### src/rtl/core/dpes_pkg.sv
// ----------------------------------------------------------------------------
// dpes_pkg
// shared types and defaults for the descending pair exchange sort core
// ----------------------------------------------------------------------------
`default_nettype none

package dpes_pkg;

    localparam int MAX_ENTRIES_DEF = 64;
    localparam int KEY_BITS_DEF    = 16;
    localparam int KEY_FIELD_W     = 16;
    localparam int TAG_W           = 16;

    typedef struct packed {
        logic [KEY_FIELD_W-1:0] sort_key;
        logic [TAG_W-1:0]       payload_tag;
        logic                   set_last;
    } dpes_item_t;

    typedef struct packed {
        logic [KEY_FIELD_W-1:0] out_key;
        logic [TAG_W-1:0]       out_tag;
        logic                   out_last;
        logic                   overflowed;
    } dpes_result_t;

endpackage

`default_nettype wire

### src/rtl/core/dpes_store.sv
// ----------------------------------------------------------------------------
// dpes_store
// pair memory: one write port, one read port with registered read data
// ----------------------------------------------------------------------------
`default_nettype none

module dpes_store #(
    parameter int DEPTH = 64,
    parameter int WIDTH = 32
) (
    input  wire logic                     clk,
    input  wire logic                     wr_en,
    input  wire logic [$clog2(DEPTH)-1:0] wr_addr,
    input  wire logic [WIDTH-1:0]         wr_data,
    input  wire logic                     rd_en,
    input  wire logic [$clog2(DEPTH)-1:0] rd_addr,
    output logic      [WIDTH-1:0]         rd_data
);

    logic [WIDTH-1:0] mem [DEPTH];
    logic [WIDTH-1:0] rd_data_reg;

    always_ff @(posedge clk)
    begin
        if (wr_en)
        begin
            mem[wr_addr] <= wr_data;
        end
    end

    always_ff @(posedge clk)
    begin
        if (rd_en)
        begin
            rd_data_reg <= mem[rd_addr];
        end
    end

    assign rd_data = rd_data_reg;

endmodule

`default_nettype wire

### src/rtl/core/dpes_ctrl.sv
// ----------------------------------------------------------------------------
// dpes_ctrl
// load, exchange-sort and emit sequencer around the pair memory
// ----------------------------------------------------------------------------
`default_nettype none

module dpes_ctrl #(
    parameter int MAX_ENTRIES = 64,
    parameter int KEY_BITS    = 16
) (
    input  wire logic                  clk,
    input  wire logic                  rst_n,
    input  wire logic                  item_valid,
    output logic                       item_ready,
    input  wire dpes_pkg::dpes_item_t  item,
    output logic                       result_valid,
    input  wire logic                  result_ready,
    output dpes_pkg::dpes_result_t     result,
    // memory port
    output logic                       mem_wr_en,
    output logic [$clog2(MAX_ENTRIES)-1:0] mem_wr_addr,
    output logic [((KEY_BITS < dpes_pkg::KEY_FIELD_W) ? KEY_BITS : dpes_pkg::KEY_FIELD_W)
                  + dpes_pkg::TAG_W - 1:0] mem_wr_data,
    output logic                       mem_rd_en,
    output logic [$clog2(MAX_ENTRIES)-1:0] mem_rd_addr,
    input  wire logic [((KEY_BITS < dpes_pkg::KEY_FIELD_W) ? KEY_BITS : dpes_pkg::KEY_FIELD_W)
                  + dpes_pkg::TAG_W - 1:0] mem_rd_data
);

    import dpes_pkg::*;

    localparam int AW = $clog2(MAX_ENTRIES);
    localparam int CW = $clog2(MAX_ENTRIES + 1);
    localparam int KW = (KEY_BITS < KEY_FIELD_W) ? KEY_BITS : KEY_FIELD_W;
    localparam int DW = KW + TAG_W;

    typedef enum logic [2:0] {
        ST_LOAD,
        ST_FETCH,
        ST_PRIME,
        ST_SCAN,
        ST_STORE,
        ST_EMIT_RD,
        ST_EMIT_CAP
    } state_t;

    state_t         state_reg;
    logic [CW-1:0]  fill_reg;
    logic           ovf_reg;
    logic [AW-1:0]  i_reg;
    logic [AW-1:0]  j_reg;
    logic [AW-1:0]  last_idx_reg;
    logic [DW-1:0]  cur_reg;
    logic           result_valid_reg;
    dpes_result_t   result_reg;

    logic           full;
    logic           take;
    logic           swap;
    logic           scan_end;
    logic           pass_end;
    logic           out_free;
    logic [DW-1:0]  item_word;

    assign full      = (fill_reg == CW'(MAX_ENTRIES));
    assign take      = item_valid && (state_reg == ST_LOAD);
    assign swap      = cur_reg[DW-1:TAG_W] < mem_rd_data[DW-1:TAG_W];
    assign scan_end  = (j_reg == last_idx_reg);
    assign pass_end  = ((i_reg + AW'(1)) == last_idx_reg);
    assign out_free  = !result_valid_reg || result_ready;
    assign item_word = {item.sort_key[KW-1:0], item.payload_tag};

    assign item_ready   = (state_reg == ST_LOAD);
    assign result_valid = result_valid_reg;
    assign result       = result_reg;

    // memory request per state
    always_comb
    begin
        mem_wr_en   = 1'b0;
        mem_wr_addr = j_reg;
        mem_wr_data = cur_reg;
        mem_rd_en   = 1'b0;
        mem_rd_addr = i_reg;
        unique case (state_reg)
            ST_LOAD:
            begin
                mem_wr_en   = take && !full;
                mem_wr_addr = fill_reg[AW-1:0];
                mem_wr_data = item_word;
            end
            ST_FETCH:
            begin
                mem_rd_en   = 1'b1;
                mem_rd_addr = i_reg;
            end
            ST_PRIME:
            begin
                mem_rd_en   = 1'b1;
                mem_rd_addr = j_reg;
            end
            ST_SCAN:
            begin
                mem_wr_en   = swap;
                mem_wr_addr = j_reg;
                mem_rd_en   = !scan_end;
                mem_rd_addr = j_reg + AW'(1);
            end
            ST_STORE:
            begin
                mem_wr_en   = 1'b1;
                mem_wr_addr = i_reg;
                mem_rd_en   = !pass_end;
                mem_rd_addr = i_reg + AW'(1);
            end
            ST_EMIT_RD:
            begin
                mem_rd_en   = out_free;
                mem_rd_addr = j_reg;
            end
            ST_EMIT_CAP:
            begin
                mem_rd_en = 1'b0;
            end
            default:
            begin
                mem_rd_en = 1'b0;
            end
        endcase
    end

    always_ff @(posedge clk or negedge rst_n)
    begin
        if (!rst_n)
        begin
            state_reg        <= ST_LOAD;
            fill_reg         <= '0;
            ovf_reg          <= 1'b0;
            i_reg            <= '0;
            j_reg            <= '0;
            last_idx_reg     <= '0;
            result_valid_reg <= 1'b0;
        end
        else
        begin
            if (result_valid_reg && result_ready)
            begin
                result_valid_reg <= 1'b0;
            end
            unique case (state_reg)
                ST_LOAD:
                begin
                    if (take)
                    begin
                        if (full)
                        begin
                            ovf_reg <= 1'b1;
                        end
                        else
                        begin
                            fill_reg <= fill_reg + CW'(1);
                        end
                        if (item.set_last)
                        begin
                            last_idx_reg <= full ? AW'(MAX_ENTRIES - 1) : fill_reg[AW-1:0];
                            i_reg        <= '0;
                            j_reg        <= '0;
                            // a single pair needs no sorting
                            if (!full && fill_reg == '0)
                            begin
                                state_reg <= ST_EMIT_RD;
                            end
                            else
                            begin
                                state_reg <= ST_FETCH;
                            end
                        end
                    end
                end
                ST_FETCH:
                begin
                    j_reg     <= i_reg + AW'(1);
                    state_reg <= ST_PRIME;
                end
                ST_PRIME:
                begin
                    cur_reg   <= mem_rd_data;
                    state_reg <= ST_SCAN;
                end
                ST_SCAN:
                begin
                    // keep the larger key in the holding register
                    if (swap)
                    begin
                        cur_reg <= mem_rd_data;
                    end
                    if (scan_end)
                    begin
                        state_reg <= ST_STORE;
                    end
                    else
                    begin
                        j_reg <= j_reg + AW'(1);
                    end
                end
                ST_STORE:
                begin
                    if (pass_end)
                    begin
                        j_reg     <= '0;
                        state_reg <= ST_EMIT_RD;
                    end
                    else
                    begin
                        i_reg     <= i_reg + AW'(1);
                        j_reg     <= i_reg + AW'(2);
                        state_reg <= ST_PRIME;
                    end
                end
                ST_EMIT_RD:
                begin
                    if (out_free)
                    begin
                        state_reg <= ST_EMIT_CAP;
                    end
                end
                ST_EMIT_CAP:
                begin
                    result_valid_reg      <= 1'b1;
                    result_reg.out_key    <= KEY_FIELD_W'(mem_rd_data[DW-1:TAG_W]);
                    result_reg.out_tag    <= mem_rd_data[TAG_W-1:0];
                    result_reg.out_last   <= scan_end;
                    result_reg.overflowed <= ovf_reg;
                    if (scan_end)
                    begin
                        fill_reg  <= '0;
                        ovf_reg   <= 1'b0;
                        state_reg <= ST_LOAD;
                    end
                    else
                    begin
                        j_reg     <= j_reg + AW'(1);
                        state_reg <= ST_EMIT_RD;
                    end
                end
                default:
                begin
                    state_reg <= ST_LOAD;
                end
            endcase
        end
    end

`ifndef SYNTH
    a_fill_bound: assert property (@(posedge clk) disable iff (!rst_n)
        fill_reg <= CW'(MAX_ENTRIES))
        else $error("fill count above capacity");

    a_no_same_entry: assert property (@(posedge clk) disable iff (!rst_n)
        (mem_rd_en && mem_wr_en) |-> (mem_rd_addr != mem_wr_addr))
        else $error("read and write of the same entry in one cycle");

    a_scan_range: assert property (@(posedge clk) disable iff (!rst_n)
        (state_reg == ST_SCAN) |-> (j_reg > i_reg && j_reg <= last_idx_reg))
        else $error("scan index outside the current pass");

    a_out_free_on_cap: assert property (@(posedge clk) disable iff (!rst_n)
        (state_reg == ST_EMIT_CAP) |-> !result_valid_reg)
        else $error("output register overwritten before transfer");
`endif

endmodule

`default_nettype wire

### src/rtl/core/descending_pair_exchange_sort_core.sv
// sequencing: a set of n pairs loads at one pair per cycle while the core is in its load
//   state; the sort then runs n-1 passes with one compare unit and one memory read port
// output: each sorted pair takes a memory read, then a capture; the read is held
//   while the output register still holds a pair that has not been taken
// reset: asynchronous, clears the fill count, overflow flag, sequencer and output valid;
//   the pair memory is not cleared, only written entries are ever read
// ----------------------------------------------------------------------------
// descending_pair_exchange_sort_core
// collects (key, tag) pairs, exchange-sorts them by key in descending order in
// place in a pair memory, then streams the sorted pairs out
// ----------------------------------------------------------------------------
`default_nettype none

module descending_pair_exchange_sort_core #(
    parameter int MAX_ENTRIES = dpes_pkg::MAX_ENTRIES_DEF,
    parameter int KEY_BITS    = dpes_pkg::KEY_BITS_DEF
) (
    input  wire logic                  clk,
    input  wire logic                  rst_n,
    // input pairs, one transfer per pair
    input  wire logic                  item_valid,
    output logic                       item_ready,
    input  wire dpes_pkg::dpes_item_t  item,
    // sorted pairs, one transfer per pair
    output logic                       result_valid,
    input  wire logic                  result_ready,
    output dpes_pkg::dpes_result_t     result
);

    import dpes_pkg::*;

    localparam int AW = $clog2(MAX_ENTRIES);
    localparam int KW = (KEY_BITS < KEY_FIELD_W) ? KEY_BITS : KEY_FIELD_W;
    localparam int DW = KW + TAG_W;

    // memory port between sequencer and pair store
    logic          mem_wr_en;
    logic [AW-1:0] mem_wr_addr;
    logic [DW-1:0] mem_wr_data;
    logic          mem_rd_en;
    logic [AW-1:0] mem_rd_addr;
    logic [DW-1:0] mem_rd_data;

    // sequencer: load, in-place exchange sort with one held element, emit
    dpes_ctrl #(
        .MAX_ENTRIES (MAX_ENTRIES),
        .KEY_BITS    (KEY_BITS)
    ) u_ctrl (
        .clk          (clk),
        .rst_n        (rst_n),
        .item_valid   (item_valid),
        .item_ready   (item_ready),
        .item         (item),
        .result_valid (result_valid),
        .result_ready (result_ready),
        .result       (result),
        .mem_wr_en    (mem_wr_en),
        .mem_wr_addr  (mem_wr_addr),
        .mem_wr_data  (mem_wr_data),
        .mem_rd_en    (mem_rd_en),
        .mem_rd_addr  (mem_rd_addr),
        .mem_rd_data  (mem_rd_data)
    );

    // key and tag of each pair share one memory word
    dpes_store #(
        .DEPTH (MAX_ENTRIES),
        .WIDTH (DW)
    ) u_store (
        .clk     (clk),
        .wr_en   (mem_wr_en),
        .wr_addr (mem_wr_addr),
        .wr_data (mem_wr_data),
        .rd_en   (mem_rd_en),
        .rd_addr (mem_rd_addr),
        .rd_data (mem_rd_data)
    );

endmodule

`default_nettype wire
### config.mk
export PLATFORM = sky130hd
export DESIGN_NAME = descending_pair_exchange_sort_core
export DESIGN_NICKNAME = d
export VERILOG_FILES = /design/src/rtl/core/dpes_pkg.sv /design/src/rtl/core/dpes_store.sv /design/src/rtl/core/dpes_ctrl.sv /design/src/rtl/core/descending_pair_exchange_sort_core.sv
export SDC_FILE = /design/constraint.sdc
export NUM_CORES = 2
export LEC_CHECK = 0
export ABC_AREA = 1
export BUFFER_PORTS_ARGS = -buffer_cell sky130_fd_sc_hd__buf_2
export CORE_ASPECT_RATIO = 0.9
export CORE_UTILIZATION = 42
export DETAILED_ROUTE_END_ITERATION = 7
export PLACE_DENSITY = 0.56
export SLEW_MARGIN = 5
export SYNTH_ARGS = -nofsm -noshare
export SYNTH_HDL_FRONTEND = slang
export SYNTH_HIERARCHICAL = 1
export SYNTH_SLANG_ARGS = --single-unit
### constraint.sdc
create_clock -name clk -period 7.7 [get_ports clk]
set_input_delay 0.77 -clock clk [delete_from_list [all_inputs] [get_ports clk]]
set_output_delay 0.77 -clock clk [all_outputs]
set_load 0.1 [all_outputs]
Yosys cells after proc, flatten, opt, wreduce, memory -nomap -nowiden
Memory sizes are Yosys's and may differ from the RTL's. A register that Yosys moved wholly into a read port is not among the register bits.
Index checks and enable logic that the tools add are counted.
Storage, ports and cells
  register bits after elaboration: 96
  bits in writable memories: 2048
  output and inout port bits: 36
  word-level logic and storage cells: 99
  memories: 1
Memory list
  u_store.mem: depth 64, bits a word 32, rd ports 1, clocked after memory_dff 1, write ports 1, line dpes_store.sv:20  | logic [WIDTH-1:0] mem [DEPTH];
Cells by class
  add/sub/neg operators: 4
  order comparisons: 1
  equal/unequal tests: 19
  mux-type cells: 35
  reduce and logical (&&, ||, !) cells: 27
Operator list (count)
  32-bit 2-to-1 mux: 2
  32-bit case mux with 2 select lines: 1
  6-bit 2-to-1 mux: 6
  6-bit case mux with 2 select lines: 2
  6-bit case mux with 4 select lines: 1
  3-bit 2-to-1 mux: 7
  7-bit 2-to-1 mux: 3
  3-bit case mux with 7 select lines: 1
  4-bit AND reduction: 5
  6-bit case mux with 3 select lines: 1
  16-bit less-than comparator: 1
  2-bit by 1-bit != test with 1-bit output (second input constant): 7
  7-bit case mux with 2 select lines: 1
  6-bit by 1-bit adder with 6-bit output (second input constant): 2
  6-bit equality test: 2
  3-bit equality test (second input constant): 3
  2-bit nonzero test: 4
  7-bit by 1-bit adder with 7-bit output (second input constant): 1
  7-bit equality test (second input constant): 1
  7-bit logical NOT: 1
  1-bit 2-to-1 mux: 7
  6-bit by 2-bit adder with 6-bit output (second input constant): 1
  3-bit by 2-bit equality test with 1-bit output (second input constant): 2
  2-bit != test (second input constant): 3
  12 further kinds: 21

Logic depth before layout (Yosys ltp)
  depth in word-level cells: 7
  gate-level depth with buffers: 20

By module
Netlist, hierarchy kept.
By module, submodules not included
  dpes_store: times used 1, cells an instance 6769, area each 83058.4 µm², sequential area each 62459.9 µm²
  dpes_ctrl: times used 1, cells an instance 568, area each 5295.1 µm², sequential area each 2732.6 µm²

Worst setup path after synthesis
OpenSTA, ideal clock, no wires.
  path kind: register -> register
  from: register u_store.rd_data_reg[29] (netlist: u_store/rd_data[29]), read port of u_store.mem
  to: memory u_store.mem[48][0] (enable)
  data arrival time: 4846 ps
  slack: 2352 ps
  stages on the path, launching flop included: 13
  buffers on the path: 1
  period minus slack after synthesis: 5348 ps
  cell sequence: edfxtp_1 -> inv_1 -> ha_1 -> nand2_1 -> inv_1 -> o21ai_0 -> nand2_1 -> a21oi_1 -> nand3_1 -> nand3_1 -> clkbuf_1 -> nand4_1 -> nor4_1
Between the ends
  word-level cells in the longest chain between the ends: 4
Ends and longest elaborated chain
  start: declaration: line dpes_store.sv:21  | logic [WIDTH-1:0] rd_data_reg;
  16-bit less-than comparator: line dpes_ctrl.sv:67  | assign swap = cur_reg[DW-1:TAG_W] < mem_rd_data[DW-1:TAG_W];
  1-bit case mux with 3 select lines: line dpes_ctrl.sv:85  | unique case (state_reg)
  named net mem_wr_en: line descending_pair_exchange_sort_core.sv:37  | logic mem_wr_en;
  1-bit 2-to-1 mux: line dpes_store.sv:25  | if (wr_en)
  1-bit 2-to-1 mux (not written as such): line dpes_store.sv:27  | mem[wr_addr] <= wr_data;
  end: declaration: line dpes_store.sv:20
The timed path passes the listed nets, and every way through them passes these cells.

Final worst setup path
  from: register u_ctrl.state_reg[1]
  to: register u_store.rd_data_reg[30] (netlist: u_store/rd_data[30]), read port of u_store.mem, data pin
Between the ends
  word-level cells in the longest chain between the ends: 3
  elaborated cells on any way between the ends: 9
  those cells by class: eq/ne (5); mux (2); reduce/logical (2)
Ends and longest elaborated chain
  start: declaration: line dpes_ctrl.sv:47  | state_t state_reg;
  start signal: assignment: line dpes_ctrl.sv:136  | state_reg <= ST_LOAD;
  start signal: assignment: line dpes_ctrl.sv:171  | state_reg <= ST_EMIT_RD;
  start signal: assignment: line dpes_ctrl.sv:175  | state_reg <= ST_FETCH;
  3-bit by 2-bit equality test with 1-bit output or 3-bit equality test (tied branches): line dpes_ctrl.sv:85
  2-bit OR reduction (no source line)
  6-bit case mux with 3 select lines *: line dpes_ctrl.sv:85
  named net mem_rd_addr[4]: line descending_pair_exchange_sort_core.sv:41  | logic [AW-1:0] mem_rd_addr;
Mark *: on every way through the listed nets, which the timed path passes. The rest lies on a longest branch.
A chain may end at the register's enable or synchronous reset.

==> tab_implementation.tex <==
\begin{tabular}{lr}
\hline
Metric & Value \\
\hline
\multicolumn{2}{l}{\textbf{Detailed routing}} \\
Post-route DRC & 0 \\
Detailed-route via count & 58662 \\
Total detailed-routing wirelength & 273 mm \\
Initial DRT Pass Iterations & 5 \\
Via/cell ratio & 5.75 \\
Number of DRC markers after the initial detailed-route iteration & a little over 8000 \\
Routed Antenna Nets & 0 \\
Post-detailed-route wirelength per cell & 26.8 um \\
\multicolumn{2}{l}{\textbf{Critical path}} \\
Crit start category & flop \\
Family of cells with the greatest summed delay on the critical path & simple AND/OR/NAND/NOR gates \\
CP arrival & $\sim$5.7 ns \\
Required @ worst endpoint & around 8.4 ns \\
Cells traversed along the worst timing path & nor2\_4, inv\_2, nor2\_8, nor3\_2, inv\_2, o2111ai\_4, inv\_2, buf\_4, nand3\_1, nand2\_1, nand2\_1, nand2\_1 \\
CP max FO & 34 \\
Critical path depth & 12 \\
Endpoint of the lowest-slack register-to-register path & u\_store/rd\_data[30] \\
Category of the worst setup path capture point & flop \\
Critical Path Source & u\_ctrl/state\_reg[1] \\
Maximum cell stage delay along the critical path & roughly 0.94 ns \\
Cell type of the slowest stage on the worst timing path & sky130\_fd\_sc\_hd\_\_inv\_2 \\
Start of the worst register-to-register path & u\_ctrl/state\_reg[1] \\
Slack of the worst reg-to-reg path & 2.70 ns \\
Reg2Reg Depth & 12 \\
Setup CP Type & flop to flop \\
Buffers plus inverters on the worst setup path & 4 \\
\multicolumn{2}{l}{\textbf{Finish}} \\
Post-synthesis to final-layout area growth & 11.4\% \\
Highest-count cells in the layout ignoring fill and taps & sky130\_fd\_sc\_hd\_\_nand2\_1, sky130\_fd\_sc\_hd\_\_edfxtp\_1, sky130\_fd\_sc\_hd\_\_nand3\_1 \\
Max FFs per register & 2048 \\
Area used by sequential logic in the layout & 65200 sq um \\
End-of-flow core utilization & 47.1\% \\
Number of fill cells & between 15000 and 20000 \\
Most common cell after layout, fill and taps aside & sky130\_fd\_sc\_hd\_\_nand2\_1 \\
Nets & 7331 \\
Area of combinational cells with multiple inputs & about 21000 sq um \\
Share of post-route cells with drive strength above 1 & under 10\% \\
Post-route design area & 98400 sq um \\
\multicolumn{2}{l}{\textbf{Synthesis}} \\
Synthesized net count & between 7000 and 8000 \\
Cell area after synthesis & between 80000 and 90000 sq um \\
Part of the Yosys area used for sequential elements & between 70\% and 80\% \\
Flip-flop and latch count after synthesis & between 2000 and 2500 \\
Area share of the largest cell type after synthesis & 72.9\% \\
Count of different cell masters after synthesis & 45 \\
Largest cells by area after synthesis & sky130\_fd\_sc\_hd\_\_edfxtp\_1, sky130\_fd\_sc\_hd\_\_nand3\_1, sky130\_fd\_sc\_hd\_\_nand2\_1 \\
Cell accounting for the most synthesized area & sky130\_fd\_sc\_hd\_\_edfxtp\_1 \\
Number of instances in the synthesized netlist & about 7300 \\
Yosys warning total & 6 \\
Avg Cell Area, Syn & around 12 sq um \\
\multicolumn{2}{l}{\textbf{STA}} \\
Slew Limit Headroom & about 5.4\% \\
Unrepaired setup endpoints after global routing & no \\
Sum of negative setup slack & 0 ns \\
Fin. Hold Viols & 0 \\
Pins Over Slew Limit & 0 \\
Max Freq & 200 MHz \\
Final worst path period share & about 65\% \\
Final critical-path required period & around 5.0 ns \\
\# setup viols final & 0 \\
Worst-case setup margin in the final layout & 2.70 ns \\
Transition time at the pin with the least slew margin & 1.42 ns \\
Worst clock skew on the final layout & roughly 0.033 ns \\
\multicolumn{2}{l}{\textbf{Global routing}} \\
Antenna violations before repair & 13 \\
Gr usage total & between 20\% and 30\% \\
Wire length of the first global-routing pass & roughly 390 mm \\
Via count of the first global-routing pass & 54007 \\
Pin count of the biggest net entering global routing & about 180 \\
Overflow after GRT & 0 \\
\multicolumn{2}{l}{\textbf{Floorplan}} \\
Die span in y & 437 um \\
Placeable core area & 209000 sq um \\
Initial Utilization & a little over two fifths \\
I/O pin count & between 70 and 80 \\
Placement row count & around 160 \\
Die Outline Area & about 210000 sq um \\
Die extent in x & around 490 um \\
\multicolumn{2}{l}{\textbf{Power}} \\
Internal power summed over all cells & approximately 26 mW \\
Part of the power in combinational logic & 44.3\% \\
Standby leakage power & between 30 and 40 nW \\
Peak supply drop & $\sim$0.00064 V \\
Relative contribution of the clock network to total power & 21.5\% \\
Fraction of power consumed by sequential logic & between 30\% and 40\% \\
Total power density per cell area & roughly 480 nW/um\^{}2 \\
Power spent charging and discharging nets & about 22 mW \\
Switching part of the total power & about 45\% \\
\multicolumn{2}{l}{\textbf{Placed design}} \\
Dpl cell area & between 90000 and 100000 sq um \\
Final HPWL from detailed placement & roughly 150 mm \\
PortBufs & approximately 70 \\
Placement-stage worst setup slack & approximately 2.8 ns \\
RePlAce Congestion & 0.901 \\
\multicolumn{2}{l}{\textbf{Clock network}} \\
Num Clock Sinks & between 2000 and 2500 \\
Post-CTS setup buffer count & 0 \\
Inserted Clock Buffers & approximately 210 \\
Clock-pin slew on the worst setup and hold paths & around 0.060 ns \\
Clk\_lat worst skew & $\sim$0.86 ns \\
Maximum level of the CTS H-tree & 4 \\
Number of buffers on the longest clock path & 3 \\
Cell at the root of the clock tree & sky130\_fd\_sc\_hd\_\_clkbuf\_16 \\
TritonCTS clock tree & built \\
\multicolumn{2}{l}{\textbf{Run}} \\
Max-cap viol count & 0 \\
\multicolumn{2}{l}{\textbf{Status}} \\
Status & complete, no violations \\
\multicolumn{2}{l}{\textbf{Worst hold path}} \\
WHS Endpoint & u\_ctrl/result\_valid \\
Class of the tightest hold or removal check & input port to flop \\
Beginning of the worst hold path & result\_ready \\
Depth of the worst hold-timing path & 4 \\
\hline
\end{tabular}
## repair_timing
action                    in CTS  in global routing
gates resized for setup        0                  0
hold buffers                   1                  0
hold endpoints to repair      30                  0
## worst max path at each step
stage / endpoint
after floorplan: u_store/mem[48][0]
after global placement: u_store/rd_data[30]
after detailed placement: u_store/rd_data[30]
after CTS: u_store/rd_data[7]
after global routing: u_store/rd_data[28]
final: u_store/rd_data[30]
## power by group through the flow
stage	Combinational (mW)	Sequential (mW)	Clock, mW
global route	22.6	16.3	10.8
global placement	20.7	16.5	0
detailed placement	20.8	16.5	0
finish	21.0	16.2	10.2
CTS	20.8	16.2	10.4
floorplan	12.6	16.3	0
## final cells by class
class / instances / share of cell area (%)
diodes: 4 / 0.0102
clock buffers: 268 / 5.71
clock inverters: 134 / 1.17
inverters: 82 / 0.357
multi-input cells: 4614 / 21.5
flip-flops and latches: 2176 / 66.2
well taps: 2737 / 3.48
repair buffers: 186 / 1.48
## metal layers
metal | routed length [um] | GRT usage, %
met1 | 120000 | 38.5
met2 | 119000 | 37.0
met5 | 34 | 0
met3 | 29100 | 5.57
met4 | 5860 | 5.79
## stage by stage
stage	total power, mW	cells	hold slack [ns]
floorplan	29.0	7337	0.419
global placement	37.2	9791	0.433
detailed placement	37.3	9792	0.440
CTS	47.4	10195	0.166
global route	49.7	10197	0.202
finish	47.5	10201	0.219
## kinds of logic after synthesis
logic type      after synthesis  share of synthesized area (%)
compound gates               70                          0.569
flops                      2176                           73.8
xor+xnor                     16                          0.180
buf+inv                     547                           3.02
fa+ha+maj                    20                          0.283
simple gates               4508                           22.2
## cell usage after synthesis, drive strengths merged
cell type  instances
a21oi             16
a221oi             2
a22o               1
a22oi              2
a31oi              1
buf              387
clkbuf            78
clkinv             3
dfrtp             30
edfxtp          2146
ha                20
inv               79
nand2           2456
nand3           1938
nand4             18
nor2              81
nor3               6
nor4               9
o2111ai            1
o21a               1
o21ai             35
o221ai             8
o22a               1
o22ai              1
o31ai              1
xor2              16
## worst register-to-register path: cells and delay by family (launching register included)
| family | cells | cell delay (ns) |
|---|---|---|
| and+or+nand+nor | 7 | 1.98 |
| DFF | 1 | 0.47 |
| AOI/OAI and AO/OA | 1 | 0.51 |
| buffers and inverters | 4 | 1.92 |
Note: power is estimated with default switching activity, not from simulation.
